[config.mk]
export PLATFORM = sky130hd
export DESIGN_NAME = ptc_temp
export DESIGN_NICKNAME = d
export VERILOG_FILES = /design/src/rtl/ptc_pkg.sv /design/src/rtl/ptc_temp.sv
export SDC_FILE = /design/constraint.sdc
export NUM_CORES = 2
export LEC_CHECK = 0
export ABC_AREA = 1
export BUFFER_PORTS_ARGS = -buffer_cell sky130_fd_sc_hd__buf_2
export CORE_UTILIZATION = 41
export DETAILED_ROUTE_END_ITERATION = 12
export GPL_TIMING_DRIVEN = 0
export RECOVER_POWER = 25
export SYNTH_ARGS = -nofsm -noshare
export SYNTH_HDL_FRONTEND = slang
export SYNTH_SLANG_ARGS = --single-unit
[constraint.sdc]
create_clock -name clock -period 8.2 [get_ports clock]
set_input_delay 1.23 -clock clock [delete_from_list [all_inputs] [get_ports clock]]
set_output_delay 1.23 -clock clock [all_outputs]
set_load 0.01 [all_outputs]
[src/rtl/ptc_pkg.sv]
// Shared types and constants for the pressure and temperature compensation pipeline
`default_nettype none

package ptc_pkg;

   localparam logic [2:0] REG_T1_T2 = 3'd0;
   localparam logic [2:0] REG_T3_P1 = 3'd1;
   localparam logic [2:0] REG_P2_P3 = 3'd2;
   localparam logic [2:0] REG_P4_P5 = 3'd3;
   localparam logic [2:0] REG_P6_P7 = 3'd4;
   localparam logic [2:0] REG_P8_P9 = 3'd5;
   localparam logic [2:0] REG_MODE  = 3'd6;

   localparam logic [1:0] MODE_TEMP  = 2'd0;
   localparam logic [1:0] MODE_PRESS = 2'd1;
   localparam logic [1:0] MODE_BOTH  = 2'd2;

   localparam logic [32:0] T_FINE_OFFSET = 33'd128000;
   localparam logic [20:0] ADC_FULL      = 21'd1048576;
   localparam logic [63:0] P1_BIAS       = 64'h0000_8000_0000_0000;
   localparam logic [63:0] P_DIV_SCALE   = 64'd3125;

   typedef struct packed {
      logic [15:0] t1;
      logic [15:0] t2;
      logic [15:0] t3;
      logic [15:0] p1;
      logic [15:0] p2;
      logic [15:0] p3;
      logic [15:0] p4;
      logic [15:0] p5;
      logic [15:0] p6;
      logic [15:0] p7;
      logic [15:0] p8;
      logic [15:0] p9;
   } cal_type;

   typedef struct packed {
      logic [19:0] adc_p;
      logic [31:0] temp;
      logic        want_t;
      logic        want_p;
   } side_type;

   typedef struct packed {
      side_type side;
      logic     neg;
      logic     zero;
   } div_side_type;

   typedef struct packed {
      logic signed [31:0] temperature_centi;
      logic [31:0]        pressure_q24_8;
      logic               temperature_valid;
      logic               pressure_valid;
   } rsp_word_type;

endpackage

`default_nettype wire

[src/rtl/ptc_temp.sv]
// Temperature compensation stages producing the fine term and centidegrees
`default_nettype none

module ptc_temp import ptc_pkg::*; (
   input  wire logic         clock,
   input  wire logic         reset,
   input  wire logic         en,
   input  wire logic         in_valid,
   input  wire logic [19:0]  adc_t,
   input  wire side_type     side_in,
   input  wire cal_type      cal,
   output logic              out_valid,
   output logic [32:0]       v1,
   output side_type          side_out
);

   logic [4:0]         vld_ff;
   side_type           side_ff [0:4];
   logic [18:0]        a0_ff, a0_in;
   logic [16:0]        d_ff, d_in;
   logic signed [31:0] pa_ff, pa_in;
   logic signed [31:0] dd_ff, dd_in;
   logic signed [31:0] a_ff, a_in;
   logic signed [31:0] pb_ff, pb_in;
   logic signed [31:0] fine_ff, fine_in;
   logic [32:0]        v1_ff, v1_in;
   logic signed [31:0] b0;
   logic [31:0]        t5;
   logic signed [31:0] temp;
   side_type           side_t5;

   always_comb begin
      a0_in   = {2'b00, adc_t[19:3]} - {2'b00, cal.t1, 1'b0};
      d_in    = {1'b0, adc_t[19:4]} - {1'b0, cal.t1};
      pa_in   = $signed(a0_ff) * $signed(cal.t2);
      dd_in   = $signed(d_ff) * $signed(d_ff);
      a_in    = pa_ff >>> 11;
      b0      = dd_ff >>> 12;
      pb_in   = $signed(b0[19:0]) * $signed(cal.t3);
      fine_in = a_ff + (pb_ff >>> 14);
      t5      = {fine_ff[29:0], 2'b00} + fine_ff + 32'd128;
      temp    = $signed(t5) >>> 8;
      v1_in   = {fine_ff[31], fine_ff} - T_FINE_OFFSET;
      side_t5 = side_ff[3];
      side_t5.temp = temp;
   end

   always_ff @(posedge clock) begin
      if (reset) begin
         vld_ff <= '0;
      end else if (en) begin
         vld_ff <= {vld_ff[3:0], in_valid};
      end
   end

   always_ff @(posedge clock) begin
      if (en) begin
         side_ff[0] <= side_in;
         side_ff[1] <= side_ff[0];
         side_ff[2] <= side_ff[1];
         side_ff[3] <= side_ff[2];
         side_ff[4] <= side_t5;
         a0_ff      <= a0_in;
         d_ff       <= d_in;
         pa_ff      <= pa_in;
         dd_ff      <= dd_in;
         a_ff       <= a_in;
         pb_ff      <= pb_in;
         fine_ff    <= fine_in;
         v1_ff      <= v1_in;
      end
   end

   assign out_valid = vld_ff[4];
   assign v1        = v1_ff;
   assign side_out  = side_ff[4];

endmodule

`default_nettype wire

==> implementation parameters <==
Parameter                              Value

Run status
  Run status ... finished with violations
  Violated checks ... max-capacitance violations, max-slew violations

Synthesis
  Number of synthesized flops with an enable pin ... 277
  Synthesized flop and latch total ... 282
  Flip-flop cell with the highest count after synthesis ... sky130_fd_sc_hd__edfxtp_1
  Post-synth net total ... 6525
  Async set-or-reset flop fraction in the synthesized netlist ... 0%
  Number of different library cells in the post-synthesis netlist ... 51
  Post-synthesis average cell area ... 8.71 µm²
  Synthesized instance count ... 5132
  Cell type with the largest total area after synthesis ... sky130_fd_sc_hd__fa_1
  Top cells by area in the synthesized netlist ... sky130_fd_sc_hd__fa_1 36%, sky130_fd_sc_hd__edfxtp_1 19%, sky130_fd_sc_hd__inv_1 13%, sky130_fd_sc_hd__nand2_1 9.6%, sky130_fd_sc_hd__ha_1 8.6%
  Synthesized area ... 44700 µm²
  Sequential share of the synthesized area ... 18.8%
  Warnings, synthesis ... 0
  Leading post-synthesis cells by instance count ... 1500 x sky130_fd_sc_hd__inv_1, 1143 x sky130_fd_sc_hd__nand2_1, 814 x sky130_fd_sc_hd__fa_1, 309 x sky130_fd_sc_hd__ha_1, 277 x sky130_fd_sc_hd__edfxtp_1
  Share of Yosys cell area claimed by the top area cell type ... 36.4%
  Most instantiated library cell after synthesis ... sky130_fd_sc_hd__inv_1

Worst setup path
  Most Frequent Cell on Critical Path ... sky130_fd_sc_hd__fa_1
  CP peak stage delay ... 610 ps
  CP max-delay cell ... sky130_fd_sc_hd__edfxtp_1
  Start-to-end type of the worst setup path ... flop to flop
  Worst Setup End Kind ... flop
  Critical Path Source Type ... flop
  Cells on worst reg2reg path ... 23
  Critical path, cell by cell ... buf_2 > clkbuf_1 > buf_1 > nand2_1 > fa_1 > fa_1 > fa_1 > inv_1 > fa_1 > inv_1 > fa_1 > fa_1 > inv_1 > ha_1 > nand2_1 > nand2_1 > a21boi_0 > nand2_1 > a21oi_1 > o21ai_1 > nand3_1 > nand2_1 > xor2_1
  Arrival @ worst endpoint ... 8140 ps
  Required arrival time at the worst endpoint ... 8540 ps
  Crit path max fanout ... 10

Routing
  DRC viols ... 0
  Average detailed-routed wire length per instance ... 16.7 µm
  Avg Vias per Cell ... 4.82
  Number of DRC markers in iteration 0 ... 2200
  Vias ... 32500
  Remaining antenna violation count after routing ... 0
  Count of TritonRoute iterations in the first routing pass ... 6
  Total wire length after detailed routing ... 113 mm

Clock tree
  Number of sinks driven by the clock tree ... 282
  Longest Clk Path Bufs ... 3
  Number of buffers added for setup after CTS ... 0
  Clock tree from TritonCTS ... yes
  Post-CTS Hold Buffers ... 0
  Deepest level of the CTS H-tree ... 1
  Buffer cell driving the clock tree root ... sky130_fd_sc_hd__clkbuf_16
  Total of cells resized after clock tree synthesis ... 0
  Clk pin slew, worst setup/hold paths ... 60 ps
  Total clock buffers created by CTS ... 31
  Clock Latency Late Sink ... 620 ps

Final layout
  Number of nets at the end of the flow ... 6712
  Fraction of final layout cells with drive strength greater than 1 ... 6.23%
  Area growth from synthesis to layout ... 8.16%
  Antenna diode instance count ... 0

Run
  Max-cap viol count ... 1

Floorplan
  Vert. Die Dim ... 332 µm
  Die boundary width ... 332 µm
  Number of cell rows ... 120
  Floorplan die area ... 110000 µm²
  I/O pin total ... 358
  Starting utilization of the core area ... 41.5%
  Placeable core region ... 108000 µm²

Timing
  Worst clock skew ... 8.54 ps
  Max Transition Viols Final ... 57
  Setup Total Neg Slack ... 0 ps
  Unrepaired setup endpoints after global routing ... false
  Final Hold Fails ... 0
  Headroom to the max-slew limit ... -124%
  Number of failing setup endpoints in the final timing report ... 0
  Worst-Margin Slew ... 3360 ps
  Minimum period implied by the final worst setup slack ... 7800 ps
  Top achievable clock speed ... 128 MHz
  Final period util ... 95.1%

Global route
  Wire length of the first global-routing pass ... 182 mm
  Vias in the first global route ... 34000
  Maximum number of pins on one net before global-route repair ... 126
  Number of antenna violations at the first check in global routing ... 3
  Overall Global Routing Usage ... 21.1%
  Grt ovf ... 0

Hold path
  Class of the most critical hold timing path ... flop to flop
  Worst hold path depth ... 0

Place
  Number of I/O port buffers ... 152
  Final HPWL DP ... 94.6 mm
  Last weighted congestion value of the routability-driven placer ... 0.921
==> state kept, by name, summed over array words and instances (netlist names) <==
name / count
dd_ff: 20
a_ff: 21
v1: 23
pa_ff: 21
pb_ff: 18
fine_ff: 22
a0_ff: 18
side_ff: 134
vld_ff: 5
==> path summary, 6_finish.rpt <==
path	start	endpoint	slack, ps
worst max-delay path	a0_ff[3]	dd_ff[27]	400
worst min-delay path	pa_ff[28]	a_ff[17]	420
worst max register to register	a0_ff[3]	dd_ff[27]	400
worst min register to register	pa_ff[28]	a_ff[17]	420
==> area by class of cell <==
class / instances / area, µm²
sequential: 282 / 8420
inverter: 1509 / 5660
tap: 1403 / 1760
timing repair buffer: 154 / 813
fill: 10600 / 59300
clock inverter: 22 / 284
clock buffer: 36 / 795
multi-input combinational: 3120 / 29600
buffer: 221 / 1080
==> cells in the final DEF, fill, tap and decap left out, types with 68 or more instances in the layout <==
cell type / count
sky130_fd_sc_hd__nand3_1: 81
sky130_fd_sc_hd__xor2_1: 109
sky130_fd_sc_hd__o21ai_0: 68
sky130_fd_sc_hd__ha_1: 309
sky130_fd_sc_hd__fa_1: 814
sky130_fd_sc_hd__clkbuf_1: 139
sky130_fd_sc_hd__nand2_1: 1143
sky130_fd_sc_hd__inv_1: 1500
sky130_fd_sc_hd__a21oi_1: 143
sky130_fd_sc_hd__nor2_1: 184
sky130_fd_sc_hd__edfxtp_1: 277
sky130_fd_sc_hd__buf_2: 155
==> metal layers <==
| layer | track usage (%) | routed length [µm] | share of wire (%) |
|---|---|---|---|
| met1 | 28.2 | 47700 | 42 |
| met2 | 35.5 | 53200 | 47 |
| met3 | 3.59 | 8540 | 7.6 |
| met4 | 5.44 | 3080 | 2.7 |
| met5 | 0 | 13 | 0.012 |
==> stage by stage <==
stage / hold WS (ps) / setup WS, ps / utilization [%] / cells / cell area (µm²)
after global routing: 420 / 119 / 44.9 / 6747 / 48400
after detailed placement: 405 / 339 / 43.9 / 6689 / 47300
after floorplan: 400 / 1630 / - / 5132 / 44700
final: 415 / 404 / 44.9 / 6747 / 48400
after CTS: 416 / 562 / 44.9 / 6747 / 48400
after global placement: 400 / 344 / 43.9 / 6687 / 47200
==> critical path: cells and delay by family, from the launching register on <==
family / cells / cell delay, ps
compound gates: 3 / 1030
fa+ha+maj: 7 / 3400
xor+xnor: 1 / 170
simple gates: 6 / 660
flops: 1 / 610
buf+inv: 6 / 1640
==> cell families after synthesis <==
family	share of synthesized area (%)
compound gates	3.85
xor+xnor	3.27
fa+ha+maj	45.1
buf+inv	15.1
flops	18.8
simple gates	13.9
Power is left out: the tool's default activity adds up to more than one toggle a clock period on the data nets, which glitch-free logic cannot reach.
